===== config.mk =====
export PLATFORM = sky130hd
export DESIGN_NAME = uudecode_line_engine_flat
export DESIGN_NICKNAME = d
export VERILOG_FILES = /design/src/design/uld_pkg.sv /design/src/design/uld_if.sv /design/src/design/uld_queue.sv /design/src/design/uld_front.sv /design/src/design/uld_back.sv /design/src/design/uudecode_line_engine.sv /design/src/flat_wrapper.sv
export SDC_FILE = /design/constraint.sdc
export NUM_CORES = 1
export LEC_CHECK = 0
export BUFFER_PORTS_ARGS = -buffer_cell sky130_fd_sc_hd__buf_4
export CELL_PAD_IN_SITES_DETAIL_PLACEMENT = 1
export CELL_PAD_IN_SITES_GLOBAL_PLACEMENT = 1
export CORE_MARGIN = 3
export CORE_UTILIZATION = 35
export DETAILED_ROUTE_END_ITERATION = 10
export PLACE_DENSITY_LB_ADDON = 0.2
export SYNTH_ARGS = -nofsm -noshare
export SYNTH_HDL_FRONTEND = slang
export SYNTH_HIERARCHICAL = 1
export SYNTH_SLANG_ARGS = --single-unit

===== constraint.sdc =====
create_clock -name clk -period 13.9 [get_ports clk]
set_clock_uncertainty 0.15 [all_clocks]
set_input_delay 1.39 -clock clk [delete_from_list [all_inputs] [get_ports clk]]
set_output_delay 1.39 -clock clk [all_outputs]
set_load 0.02 [all_outputs]

===== src/design/uld_pkg.sv =====
package uld_pkg;

  localparam int LINE_BYTES = 64;
  localparam int IDX_W      = $clog2(LINE_BYTES);
  localparam int CNT_W      = 6;
  localparam int POS_W      = 7;
  localparam int Q_DEPTH    = 2;
  localparam int QPTR_W     = $clog2(Q_DEPTH);
  localparam int QFILL_W    = $clog2(Q_DEPTH + 1);

  typedef enum logic [1:0] {
    MODE_BEGIN,
    MODE_DECODE,
    MODE_END,
    MODE_DONE
  } mode_t;

  typedef enum logic [2:0] {
    PH_LITERAL,
    PH_PRE_NUM,
    PH_SIGN,
    PH_DIGITS,
    PH_GAP,
    PH_MATCHED
  } phase_t;

  typedef enum logic [1:0] {
    REQ_CHAR    = 2'd0,
    REQ_EMPTY   = 2'd1,
    REQ_RESTART = 2'd2,
    REQ_NONE    = 2'd3
  } req_t;

  typedef enum logic [1:0] {
    ST_OK    = 2'd0,
    ST_DONE  = 2'd1,
    ST_ERROR = 2'd2
  } status_t;

  typedef enum logic {
    KIND_DATA   = 1'b0,
    KIND_STATUS = 1'b1
  } kind_t;

  typedef enum logic [1:0] {
    B_IDLE,
    B_READ,
    B_LOAD,
    B_STAT
  } back_state_t;

  // one closed line: bytes to drain from the line store, then a status
  typedef struct packed {
    logic [CNT_W-1:0] count;
    status_t          status;
  } cmd_t;

  typedef struct packed {
    logic             en;
    logic [IDX_W-1:0] addr;
    logic [7:0]       data;
  } wr_t;

  typedef struct packed {
    logic full;
    logic empty;
  } q_stat_t;

  typedef struct packed {
    logic drain_done;
  } back_stat_t;

  function automatic logic [7:0] begin_letter(input logic [2:0] i);
    logic [7:0] c;
    case (i)
      3'd0:    c = 8'h62;  // b
      3'd1:    c = 8'h65;  // e
      3'd2:    c = 8'h67;  // g
      3'd3:    c = 8'h69;  // i
      3'd4:    c = 8'h6E;  // n
      default: c = 8'h00;
    endcase
    return c;
  endfunction

  function automatic logic [7:0] end_letter(input logic [1:0] i);
    logic [7:0] c;
    case (i)
      2'd0:    c = 8'h65;  // e
      2'd1:    c = 8'h6E;  // n
      2'd2:    c = 8'h64;  // d
      default: c = 8'h00;
    endcase
    return c;
  endfunction

  function automatic logic is_ws(input logic [7:0] c);
    return (c == 8'd32) || (c >= 8'd9 && c <= 8'd13);
  endfunction

  function automatic logic is_oct(input logic [7:0] c);
    return c >= 8'h30 && c <= 8'h37;
  endfunction

endpackage


===== src/design/uld_if.sv =====
interface uld_in_if;
  logic       valid;
  logic       ready;
  logic [1:0] req_type;
  logic [7:0] ch;
  logic       line_last;

  modport source (output valid, output req_type, output ch, output line_last, input ready);
  modport sink   (input valid, input req_type, input ch, input line_last, output ready);
endinterface

interface uld_out_if;
  logic       valid;
  logic       ready;
  logic       kind;
  logic [7:0] data_byte;
  logic [1:0] status;
  logic       last;

  modport source (output valid, output kind, output data_byte, output status, output last,
                  input ready);
  modport sink   (input valid, input kind, input data_byte, input status, input last,
                  output ready);
endinterface


===== src/design/uld_queue.sv =====
module uld_queue (
  input  logic            clk,
  input  logic            rst_n,
  input  logic            push,
  input  uld_pkg::cmd_t   push_data,
  input  logic            pop,
  output uld_pkg::cmd_t   pop_data,
  output uld_pkg::q_stat_t qstat
);
  import uld_pkg::*;

  cmd_t               slot_r [Q_DEPTH];
  logic [QPTR_W-1:0]  wr_ptr_r, wr_ptr_nxt;
  logic [QPTR_W-1:0]  rd_ptr_r, rd_ptr_nxt;
  logic [QFILL_W-1:0] fill_r, fill_nxt;

  assign pop_data    = slot_r[rd_ptr_r];
  assign qstat.full  = (fill_r == QFILL_W'(Q_DEPTH));
  assign qstat.empty = (fill_r == '0);

  always_comb begin
    wr_ptr_nxt = wr_ptr_r;
    rd_ptr_nxt = rd_ptr_r;
    fill_nxt   = fill_r;
    if (push) begin
      wr_ptr_nxt = (wr_ptr_r == QPTR_W'(Q_DEPTH - 1)) ? '0 : wr_ptr_r + 1'b1;
    end
    if (pop) begin
      rd_ptr_nxt = (rd_ptr_r == QPTR_W'(Q_DEPTH - 1)) ? '0 : rd_ptr_r + 1'b1;
    end
    if (push && !pop) begin
      fill_nxt = fill_r + 1'b1;
    end else if (pop && !push) begin
      fill_nxt = fill_r - 1'b1;
    end
  end

  always_ff @(posedge clk) begin
    if (!rst_n) begin
      wr_ptr_r <= '0;
      rd_ptr_r <= '0;
      fill_r   <= '0;
    end else begin
      wr_ptr_r <= wr_ptr_nxt;
      rd_ptr_r <= rd_ptr_nxt;
      fill_r   <= fill_nxt;
    end
  end

  always_ff @(posedge clk) begin
    if (push) begin
      slot_r[wr_ptr_r] <= push_data;
    end
  end

endmodule


===== src/design/uld_front.sv =====
module uld_front (
  input  logic                clk,
  input  logic                rst_n,
  uld_in_if.sink              in_chan,
  input  uld_pkg::q_stat_t    qstat,
  input  uld_pkg::back_stat_t bstat,
  output logic                push,
  output uld_pkg::cmd_t       cmd,
  output uld_pkg::wr_t        wr
);
  import uld_pkg::*;

  mode_t            mode_r, mode_nxt;
  logic [POS_W-1:0] pos_r, pos_nxt;
  logic [CNT_W-1:0] count_r, count_nxt;
  logic             bad_r, bad_nxt;
  phase_t           phase_r, phase_nxt;
  logic             ok_r, ok_nxt;
  logic [5:0]       hold0_r, hold0_nxt;
  logic [5:0]       hold1_r, hold1_nxt;
  logic [5:0]       hold2_r, hold2_nxt;
  logic [CNT_W-1:0] stored_r, stored_nxt;
  logic             busy_r, busy_nxt;
  logic             in_ready;

  // hold off while the line store is being drained or the command queue is full
  assign in_ready      = !busy_r && !qstat.full;
  assign in_chan.ready = in_ready;

  always_comb begin
    logic [7:0]       c;
    logic [5:0]       s;
    logic [POS_W-1:0] q;
    logic [POS_W-1:0] base;
    logic [POS_W-1:0] r;
    logic             valid_c;
    logic             needed;
    logic             closing;
    logic             clear;

    c       = in_chan.ch;
    s       = 6'(c - 8'd32);
    q       = pos_r - 1'b1;
    base    = {1'b0, q[6:2], 1'b0} + {2'b00, q[6:2]};
    r       = POS_W'({1'b0, count_r}) - base;
    valid_c = (c >= 8'h21) && (c <= 8'h60);
    needed  = 1'b0;
    closing = 1'b0;
    clear   = 1'b0;

    mode_nxt   = mode_r;
    pos_nxt    = pos_r;
    count_nxt  = count_r;
    bad_nxt    = bad_r;
    phase_nxt  = phase_r;
    ok_nxt     = ok_r;
    hold0_nxt  = hold0_r;
    hold1_nxt  = hold1_r;
    hold2_nxt  = hold2_r;
    stored_nxt = stored_r;
    busy_nxt   = busy_r && !bstat.drain_done;
    push       = 1'b0;
    cmd.count  = '0;
    cmd.status = ST_OK;
    wr.en      = 1'b0;
    wr.addr    = '0;
    wr.data    = '0;

    if (in_chan.valid && in_ready) begin
      case (req_t'(in_chan.req_type))
        REQ_RESTART: begin
          mode_nxt = MODE_BEGIN;
          clear    = 1'b1;
        end
        REQ_EMPTY: closing = 1'b1;
        REQ_CHAR: begin
          case (mode_r)
            MODE_BEGIN: begin
              if (ok_r && phase_r != PH_MATCHED) begin
                case (phase_r)
                  PH_LITERAL: begin
                    if (pos_r >= 7'd5 || c != begin_letter(pos_r[2:0])) begin
                      ok_nxt = 1'b0;
                    end else if (pos_r == 7'd4) begin
                      phase_nxt = PH_PRE_NUM;
                    end
                  end
                  PH_PRE_NUM: begin
                    if (!is_ws(c)) begin
                      if (c == 8'h2B || c == 8'h2D) begin
                        phase_nxt = PH_SIGN;
                      end else if (is_oct(c)) begin
                        phase_nxt = PH_DIGITS;
                      end else begin
                        ok_nxt = 1'b0;
                      end
                    end
                  end
                  PH_SIGN: begin
                    if (is_oct(c)) begin
                      phase_nxt = PH_DIGITS;
                    end else begin
                      ok_nxt = 1'b0;
                    end
                  end
                  PH_DIGITS: begin
                    if (!is_oct(c)) begin
                      phase_nxt = is_ws(c) ? PH_GAP : PH_MATCHED;
                    end
                  end
                  default: begin
                    if (!is_ws(c)) begin
                      phase_nxt = PH_MATCHED;
                    end
                  end
                endcase
              end
            end
            MODE_DECODE: begin
              if (pos_r == '0) begin
                if (is_ws(c)) begin
                  bad_nxt = 1'b1;
                end else begin
                  count_nxt = s;
                end
              end else if (!bad_r && count_r != '0 && base < POS_W'({1'b0, count_r})) begin
                case (q[1:0])
                  2'd2:    needed = (r > 7'd1);
                  2'd3:    needed = (r > 7'd2);
                  default: needed = 1'b1;
                endcase
                if (needed && !valid_c) begin
                  bad_nxt = 1'b1;
                end else begin
                  case (q[1:0])
                    2'd0: hold0_nxt = s;
                    2'd1: begin
                      wr.en      = 1'b1;
                      wr.addr    = IDX_W'(base);
                      wr.data    = {hold0_r, s[5:4]};
                      stored_nxt = CNT_W'(base + 7'd1);
                      hold1_nxt  = s;
                    end
                    2'd2: begin
                      if (r > 7'd1) begin
                        wr.en      = 1'b1;
                        wr.addr    = IDX_W'(base + 7'd1);
                        wr.data    = {hold1_r[3:0], s[5:2]};
                        stored_nxt = CNT_W'(base + 7'd2);
                      end
                      hold2_nxt = s;
                    end
                    default: begin
                      if (r > 7'd2) begin
                        wr.en      = 1'b1;
                        wr.addr    = IDX_W'(base + 7'd2);
                        wr.data    = {hold2_r[1:0], s};
                        stored_nxt = CNT_W'(base + 7'd3);
                      end
                    end
                  endcase
                end
              end
            end
            MODE_END: begin
              if (pos_r < 7'd3 && c != end_letter(pos_r[1:0])) begin
                ok_nxt = 1'b0;
              end
            end
            default: ;
          endcase
          if (pos_r != {POS_W{1'b1}}) begin
            pos_nxt = pos_r + 1'b1;
          end
          closing = in_chan.line_last;
        end
        default: ;
      endcase

      if (closing) begin
        case (mode_r)
          MODE_BEGIN: begin
            if (ok_nxt && phase_nxt == PH_MATCHED) begin
              mode_nxt = MODE_DECODE;
            end
          end
          MODE_DECODE: begin
            if (pos_nxt != '0 && !bad_nxt) begin
              if (count_nxt == '0) begin
                mode_nxt = MODE_END;
              end else if (stored_nxt == count_nxt) begin
                cmd.count = stored_nxt;
              end
            end
          end
          MODE_END: begin
            cmd.status = (ok_nxt && pos_nxt >= 7'd3) ? ST_DONE : ST_ERROR;
            mode_nxt   = MODE_DONE;
          end
          default: cmd.status = ST_DONE;
        endcase
        push  = 1'b1;
        clear = 1'b1;
        if (cmd.count != '0) begin
          busy_nxt = 1'b1;
        end
      end

      if (clear) begin
        pos_nxt    = '0;
        count_nxt  = '0;
        bad_nxt    = 1'b0;
        phase_nxt  = PH_LITERAL;
        ok_nxt     = 1'b1;
        hold0_nxt  = '0;
        hold1_nxt  = '0;
        hold2_nxt  = '0;
        stored_nxt = '0;
      end
    end
  end

  always_ff @(posedge clk) begin
    if (!rst_n) begin
      mode_r   <= MODE_BEGIN;
      pos_r    <= '0;
      count_r  <= '0;
      bad_r    <= 1'b0;
      phase_r  <= PH_LITERAL;
      ok_r     <= 1'b1;
      hold0_r  <= '0;
      hold1_r  <= '0;
      hold2_r  <= '0;
      stored_r <= '0;
      busy_r   <= 1'b0;
    end else begin
      mode_r   <= mode_nxt;
      pos_r    <= pos_nxt;
      count_r  <= count_nxt;
      bad_r    <= bad_nxt;
      phase_r  <= phase_nxt;
      ok_r     <= ok_nxt;
      hold0_r  <= hold0_nxt;
      hold1_r  <= hold1_nxt;
      hold2_r  <= hold2_nxt;
      stored_r <= stored_nxt;
      busy_r   <= busy_nxt;
    end
  end

endmodule


===== src/design/uld_back.sv =====
module uld_back (
  input  logic                 clk,
  input  logic                 rst_n,
  input  uld_pkg::wr_t         wr,
  input  uld_pkg::q_stat_t     qstat,
  input  uld_pkg::cmd_t        pop_data,
  output logic                 pop,
  output uld_pkg::back_stat_t  bstat,
  uld_out_if.source            out_chan
);
  import uld_pkg::*;

  logic [7:0]       line_mem [LINE_BYTES];
  logic [7:0]       rd_data_r;

  back_state_t      state_r, state_nxt;
  logic [CNT_W-1:0] count_r, count_nxt;
  status_t          status_r, status_nxt;
  logic [IDX_W-1:0] idx_r, idx_nxt;
  logic             out_valid_r, out_valid_nxt;
  kind_t            out_kind_r;
  logic [7:0]       out_data_r;
  status_t          out_status_r;
  logic             out_free;
  logic             load_data;
  logic             load_stat;

  assign out_free = !out_valid_r || out_chan.ready;

  assign out_chan.valid     = out_valid_r;
  assign out_chan.kind      = out_kind_r;
  assign out_chan.data_byte = out_data_r;
  assign out_chan.status    = out_status_r;
  assign out_chan.last      = (out_kind_r == KIND_STATUS);

  always_comb begin
    state_nxt        = state_r;
    count_nxt        = count_r;
    status_nxt       = status_r;
    idx_nxt          = idx_r;
    pop              = 1'b0;
    load_data        = 1'b0;
    load_stat        = 1'b0;
    bstat.drain_done = 1'b0;
    case (state_r)
      B_IDLE: begin
        if (!qstat.empty) begin
          pop        = 1'b1;
          count_nxt  = pop_data.count;
          status_nxt = pop_data.status;
          idx_nxt    = '0;
          state_nxt  = (pop_data.count != '0) ? B_READ : B_STAT;
        end
      end
      B_READ: state_nxt = B_LOAD;
      B_LOAD: begin
        if (out_free) begin
          load_data = 1'b1;
          idx_nxt   = idx_r + 1'b1;
          if (CNT_W'(idx_r) == count_r - 1'b1) begin
            bstat.drain_done = 1'b1;
            state_nxt        = B_STAT;
          end else begin
            state_nxt = B_READ;
          end
        end
      end
      B_STAT: begin
        if (out_free) begin
          load_stat = 1'b1;
          state_nxt = B_IDLE;
        end
      end
      default: state_nxt = B_IDLE;
    endcase
    if (load_data || load_stat) begin
      out_valid_nxt = 1'b1;
    end else if (out_chan.ready) begin
      out_valid_nxt = 1'b0;
    end else begin
      out_valid_nxt = out_valid_r;
    end
  end

  always_ff @(posedge clk) begin
    if (!rst_n) begin
      state_r     <= B_IDLE;
      count_r     <= '0;
      status_r    <= ST_OK;
      idx_r       <= '0;
      out_valid_r <= 1'b0;
    end else begin
      state_r     <= state_nxt;
      count_r     <= count_nxt;
      status_r    <= status_nxt;
      idx_r       <= idx_nxt;
      out_valid_r <= out_valid_nxt;
    end
  end

  always_ff @(posedge clk) begin
    if (wr.en) begin
      line_mem[wr.addr] <= wr.data;
    end
    rd_data_r <= line_mem[idx_r];
  end

  always_ff @(posedge clk) begin
    if (load_data) begin
      out_kind_r   <= KIND_DATA;
      out_data_r   <= rd_data_r;
      out_status_r <= ST_OK;
    end else if (load_stat) begin
      out_kind_r   <= KIND_STATUS;
      out_data_r   <= '0;
      out_status_r <= status_r;
    end
  end

endmodule


===== src/design/uudecode_line_engine.sv =====
// Channel   | Dir | Fields                          | Transfer
// ----------+-----+---------------------------------+-------------------
// in_chan   | in  | req_type[1:0] ch[7:0] line_last | valid && ready
// out_chan  | out | kind data_byte[7:0] status[1:0] | valid && ready
//                   last
//
// Character items are accepted back to back. A closing item queues a line
// command; its run of n bytes then drains one by one (memory read, then
// output register), followed by the status.
// Input stalls while a line with bytes is still draining from the line
// store, or when the two-entry command queue is full.
// Reset is synchronous, active low; the line store needs no clearing.
module uudecode_line_engine (
  input  logic      clk,
  input  logic      rst_n,
  uld_in_if.sink    in_chan,
  uld_out_if.source out_chan
);
  import uld_pkg::*;

  logic       push;
  logic       pop;
  cmd_t       push_cmd;
  cmd_t       pop_cmd;
  wr_t        wr;
  q_stat_t    qstat;
  back_stat_t bstat;

  uld_front u_front (
    .clk     (clk),
    .rst_n   (rst_n),
    .in_chan (in_chan),
    .qstat   (qstat),
    .bstat   (bstat),
    .push    (push),
    .cmd     (push_cmd),
    .wr      (wr)
  );

  uld_queue u_queue (
    .clk       (clk),
    .rst_n     (rst_n),
    .push      (push),
    .push_data (push_cmd),
    .pop       (pop),
    .pop_data  (pop_cmd),
    .qstat     (qstat)
  );

  uld_back u_back (
    .clk      (clk),
    .rst_n    (rst_n),
    .wr       (wr),
    .qstat    (qstat),
    .pop_data (pop_cmd),
    .pop      (pop),
    .bstat    (bstat),
    .out_chan (out_chan)
  );

endmodule


===== src/flat_wrapper.sv =====
// flat-port wrapper written by rule: the top's interface ports become plain ports
module uudecode_line_engine_flat import uld_pkg::*;
  (clk, rst_n, in_chan_valid, in_chan_req_type, in_chan_ch, in_chan_line_last, in_chan_ready, out_chan_valid, out_chan_kind, out_chan_data_byte, out_chan_status, out_chan_last, out_chan_ready);
  uld_in_if in_chan_i ();
  uld_out_if out_chan_i ();
  input  logic clk;
  input  logic rst_n;
  input wire logic [$bits(in_chan_i.valid)-1:0] in_chan_valid;
  input wire logic [$bits(in_chan_i.req_type)-1:0] in_chan_req_type;
  input wire logic [$bits(in_chan_i.ch)-1:0] in_chan_ch;
  input wire logic [$bits(in_chan_i.line_last)-1:0] in_chan_line_last;
  output wire logic [$bits(in_chan_i.ready)-1:0] in_chan_ready;
  output wire logic [$bits(out_chan_i.valid)-1:0] out_chan_valid;
  output wire logic [$bits(out_chan_i.kind)-1:0] out_chan_kind;
  output wire logic [$bits(out_chan_i.data_byte)-1:0] out_chan_data_byte;
  output wire logic [$bits(out_chan_i.status)-1:0] out_chan_status;
  output wire logic [$bits(out_chan_i.last)-1:0] out_chan_last;
  input wire logic [$bits(out_chan_i.ready)-1:0] out_chan_ready;
  assign in_chan_i.valid = in_chan_valid;
  assign in_chan_i.req_type = in_chan_req_type;
  assign in_chan_i.ch = in_chan_ch;
  assign in_chan_i.line_last = in_chan_line_last;
  assign in_chan_ready = in_chan_i.ready;
  assign out_chan_valid = out_chan_i.valid;
  assign out_chan_kind = out_chan_i.kind;
  assign out_chan_data_byte = out_chan_i.data_byte;
  assign out_chan_status = out_chan_i.status;
  assign out_chan_last = out_chan_i.last;
  assign out_chan_i.ready = out_chan_ready;
  uudecode_line_engine u_core (.clk(clk), .rst_n(rst_n), .in_chan(in_chan_i), .out_chan(out_chan_i));
endmodule

==> results.py <==
metrics = {
    "worst_hold_path": {
        "whs_path_depth": 2,
        "holdCritPathClass": "reg2reg",
    },
    "floorplan": {
        "die_h_um": 283.5,
        "dieArea_um2": 80350,
        "die_w_um": 283.5,
        "rows": 101,
        "io_pins": 29,
        "initial_core_util": 0.3542,
        "core_um2": 76080,
    },
    "placement": {
        "pre_cts_ws_ns": 4.865,
        "gp_congestion": 0.8292,
        "io_buffer_count": 28,
        "hpwlAfterDp_um": 48640,
    },
    "sta": {
        "worst_pin_slew_ns": 1.218,
        "fmax_mhz": 109.0,
        "hold_viol": 0,
        "tns_ns": 0,
        "fin_crit_ns": 9.177,
        "min_period_over_period": 0.6602,
        "maxSlewViolCount": 0,
        "finalSetupViolations": 0,
        "rsz0062_at_grt": "no",
        "finalWorstSetupSlack_ns": 4.723,
        "maxSlewHeadroom": 0.1814,
    },
    "pwr": {
        "p_leak_nw": 8.736,
        "powerDensity_nw_per_um2": 137.9,
        "vdd_drop_max_v": 0.00008410,
    },
    "synthesis": {
        "syn-mean-instance-area_um2": 14.80,
        "syn_inst": 1820,
        "ys_types": 101,
        "netlist_area_um2": 26940,
        "synth-seq-area-share": 0.6509,
        "synthFlopType": "edfxtp_1",
        "synthArstFlopShare": 0,
        "syn_nets": 1862,
        "synth-seq-cells": 608,
        "ys.warnings.count": 6,
        "synth_edf_count": 536,
    },
    "worst_setup_path": {
        "worstPathCellList": "inv_1, ha_1, buf_4, ha_1, inv_1, ha_1, inv_1, fa_1, xnor2_1, inv_2, ha_1, a211o_1, o21ai_1, o21ai_0, o22ai_1, o2111ai_2, a21oi_4, o211ai_1, inv_1, nand2_1, nor2_1, nand4_1, nor2_1",
        "start_kind": "register",
        "critPathRequiredTime_ns": 13.99,
        "end_kind": "register",
        "cp.arrival_ns": 9.27,
        "cp_num_buf_inv": 6,
        "crit_type": "reg2reg",
        "reg2reg_depth": 23,
        "critPathSlowestCell": "nor2_1",
        "worst_path_dominant_cell_family": "simple AND/OR/NAND/NOR gates",
        "crit_fanout": 36,
        "worst-path-stages": 23,
        "max_stage_delay_ns": 1.04,
    },
    "drt": {
        "drtAntennaViolNets": 0,
        "wl_per_cell_um": 25.73,
        "finalWirelength_um": 75010,
        "drt_iter0_drc": 1283,
        "drc": 0,
        "vias": 15934,
        "dr.pass1.iters": 5,
        "via_per_inst": 5.466,
    },
    "clock_network": {
        "clk-insertion-delay-late_ns": 0.62,
        "cts_setup_buffers": 0,
        "postCtsHoldBufs": 0,
        "root_buffer": "clkbuf_16",
        "cts-resized-gates": 0,
        "cts_num_sinks": 608,
        "cts_buffers": 69,
        "cts_max_level": 3,
        "clock_path_buffers": 3,
        "clk_pin_slew_ns": 0.06,
        "tritoncts": "done",
    },
    "flow_run": {
        "cap_violations": 0,
    },
    "final_layout": {
        "area_growth_pct": 13.20,
        "nets": 1877,
        "drive_above_1_share": 0.1708,
        "num_antenna_cells": 0,
    },
    "global_routing": {
        "grt.overflow.total": 0,
        "antenna_found_initial": 0,
        "grt_max_degree": 100,
        "grt_pass1_vias": 16533,
        "grt_first_pass_wirelength_um": 111800,
        "track_usage": 0.1847,
    },
    "outcome": {
        "run_status": "completed",
    },
}
worst reg2reg max path, cell delays in order, from the launching register on:
cell and delay (ns):
dfxtp_1 0.59, inv_1 0.14, ha_1 0.22, buf_4 0.25, ha_1 0.44, inv_1 0.24
ha_1 0.24, inv_1 0.07, fa_1 0.46, xnor2_1 0.32, inv_2 0.19, ha_1 0.29
a211o_1 0.26, o21ai_1 0.24, o21ai_0 0.17, o22ai_1 0.30, o2111ai_2 0.34, a21oi_4 0.40
o211ai_1 0.14, inv_1 0.16, nand2_1 0.56, nor2_1 1.04, nand4_1 0.79, nor2_1 0.80
metrics by stage:
stage               hold slack, ns  cell area, um^2  total power (W)  instances  utilization
finish                      0.3274            30500         0.004205       2915       0.4009
global route                0.3612            30500         0.004365       2915       0.4009
CTS                         0.3279            30500         0.004256       2915       0.4009
detailed placement          0.3164            28160         0.002378       2794       0.3701
global placement            0.2999            28150         0.002372       2794       0.3700
floorplan                   0.2862            26940         0.002296       1820            -
worst paths after layout:
kind | start | to | slack (ns)
setup / recovery | u_core/u_front/pos_r[0] | u_core/u_back/line_mem[7][1] | 4.72
hold / removal | u_core/u_back/out_chan.status[0] | u_core/u_back/out_chan.status[0] | 0.33
setup reg to reg | u_core/u_front/pos_r[0] | u_core/u_back/line_mem[7][1] | 4.72
hold reg to reg | u_core/u_back/out_chan.status[0] | u_core/u_back/out_chan.status[0] | 0.33
cells in the mapped netlist (20+ instances only):
cell	number	share of area
ha_1	25	0.012
buf_2	25	0.0046
nor2b_1	36	0.0084
nand3_1	27	0.0050
mux2i_1	60	0.022
nor3_1	27	0.0050
and2_1	32	0.0074
a21oi_1	54	0.010
a211oi_1	20	0.0056
edfxtp_1	536	0.60
nand2_1	108	0.015
a22oi_1	38	0.011
mux4_2	103	0.086
xnor2_1	32	0.010
dfxtp_1	72	0.053
o22ai_1	22	0.0051
nor2_1	161	0.022
o21ai_0	47	0.0087
clkbuf_1	59	0.0082
inv_1	37	0.0052
registers in the layout, summed over array words and instances, names as in the netlist, 2 cells and up, named ones only:
signal	count
u_core/u_back/line_mem	512
u_core/u_queue/slot_r	16
u_core/u_back/out_chan.data_byte	8
u_core/u_back/rd_data_r	8
u_core/u_front/pos_r	7
u_core/u_back/count_r	6
u_core/u_back/idx_r	6
u_core/u_front/count_r	6
u_core/u_front/hold0_r	6
u_core/u_front/stored_r	6
u_core/u_front/hold1_r	4
u_core/u_front/phase_r	3
u_core/u_back/out_chan.status	2
u_core/u_back/state_r	2
u_core/u_back/status_r	2
u_core/u_front/hold2_r	2
u_core/u_front/mode_r	2
u_core/u_queue/fill_r	2
cell families (layout without fill, tap and decap cells):
group                    after synthesis  count (layout)  synth area share
adder cells (fa/ha/maj)               30              30           0.01435
AO/OA/AOI/OAI                        328             328           0.08679
AND/OR/NAND/NOR                      479             479           0.08726
flip-flops                           608             608            0.6509
buffers and inverters                151             216           0.02726
XOR/XNOR                              45              45           0.01560
multiplexers                         179             179            0.1179
power by group:
part | internal [W] | switching [W] | leakage, nW
clock | 0.00111 | 0.000757 | 1.14
sequential | 0.00198 | 0.0000243 | 4.94
combinational | 0.000131 | 0.000195 | 2.66
routing by layer:
metal,part of all wire,track usage,vias to the layer above
li1,-,-,7108
met1,0.46,0.2593,8370
met2,0.48,0.3013,356
met3,0.040,0.02675,100
met4,0.023,0.05080,0
met5,0,0,-
area by class of cell:
cell class	count	area, um^2
clock inverters	38	524.3
repair buffers	55	425.4
fillers	7686	45580
well taps	1030	1289
inverters	40	150.1
flip-flops and latches	608	17550
clock buffers	83	1819
multi-input cells	1061	8747
cell usage in the layout (no fill, tap or decap), types with 14 or more instances in the layout:
cell | netlist | final
mux2i_1 | 60 | 60
nor2b_1 | 36 | 34
mux4_2 | 103 | 103
xnor2_1 | 32 | 32
nand2_1 | 108 | 108
nand4_1 | 14 | 14
a21oi_1 | 54 | 54
and2_1 | 32 | 32
edfxtp_1 | 536 | 536
buf_4 | 9 | 54
a21boi_0 | 18 | 18
nor3_1 | 27 | 24
inv_1 | 37 | 37
o22ai_1 | 22 | 22
a31oi_1 | 15 | 15
ha_1 | 25 | 25
nand3_1 | 27 | 27
a22oi_1 | 38 | 38
o21ai_0 | 47 | 47
clkbuf_16 | 0 | 69
nor2_1 | 161 | 155
dfxtp_1 | 72 | 69
a211oi_1 | 20 | 20
No activity file was read; power rests on OpenSTA's default activity.
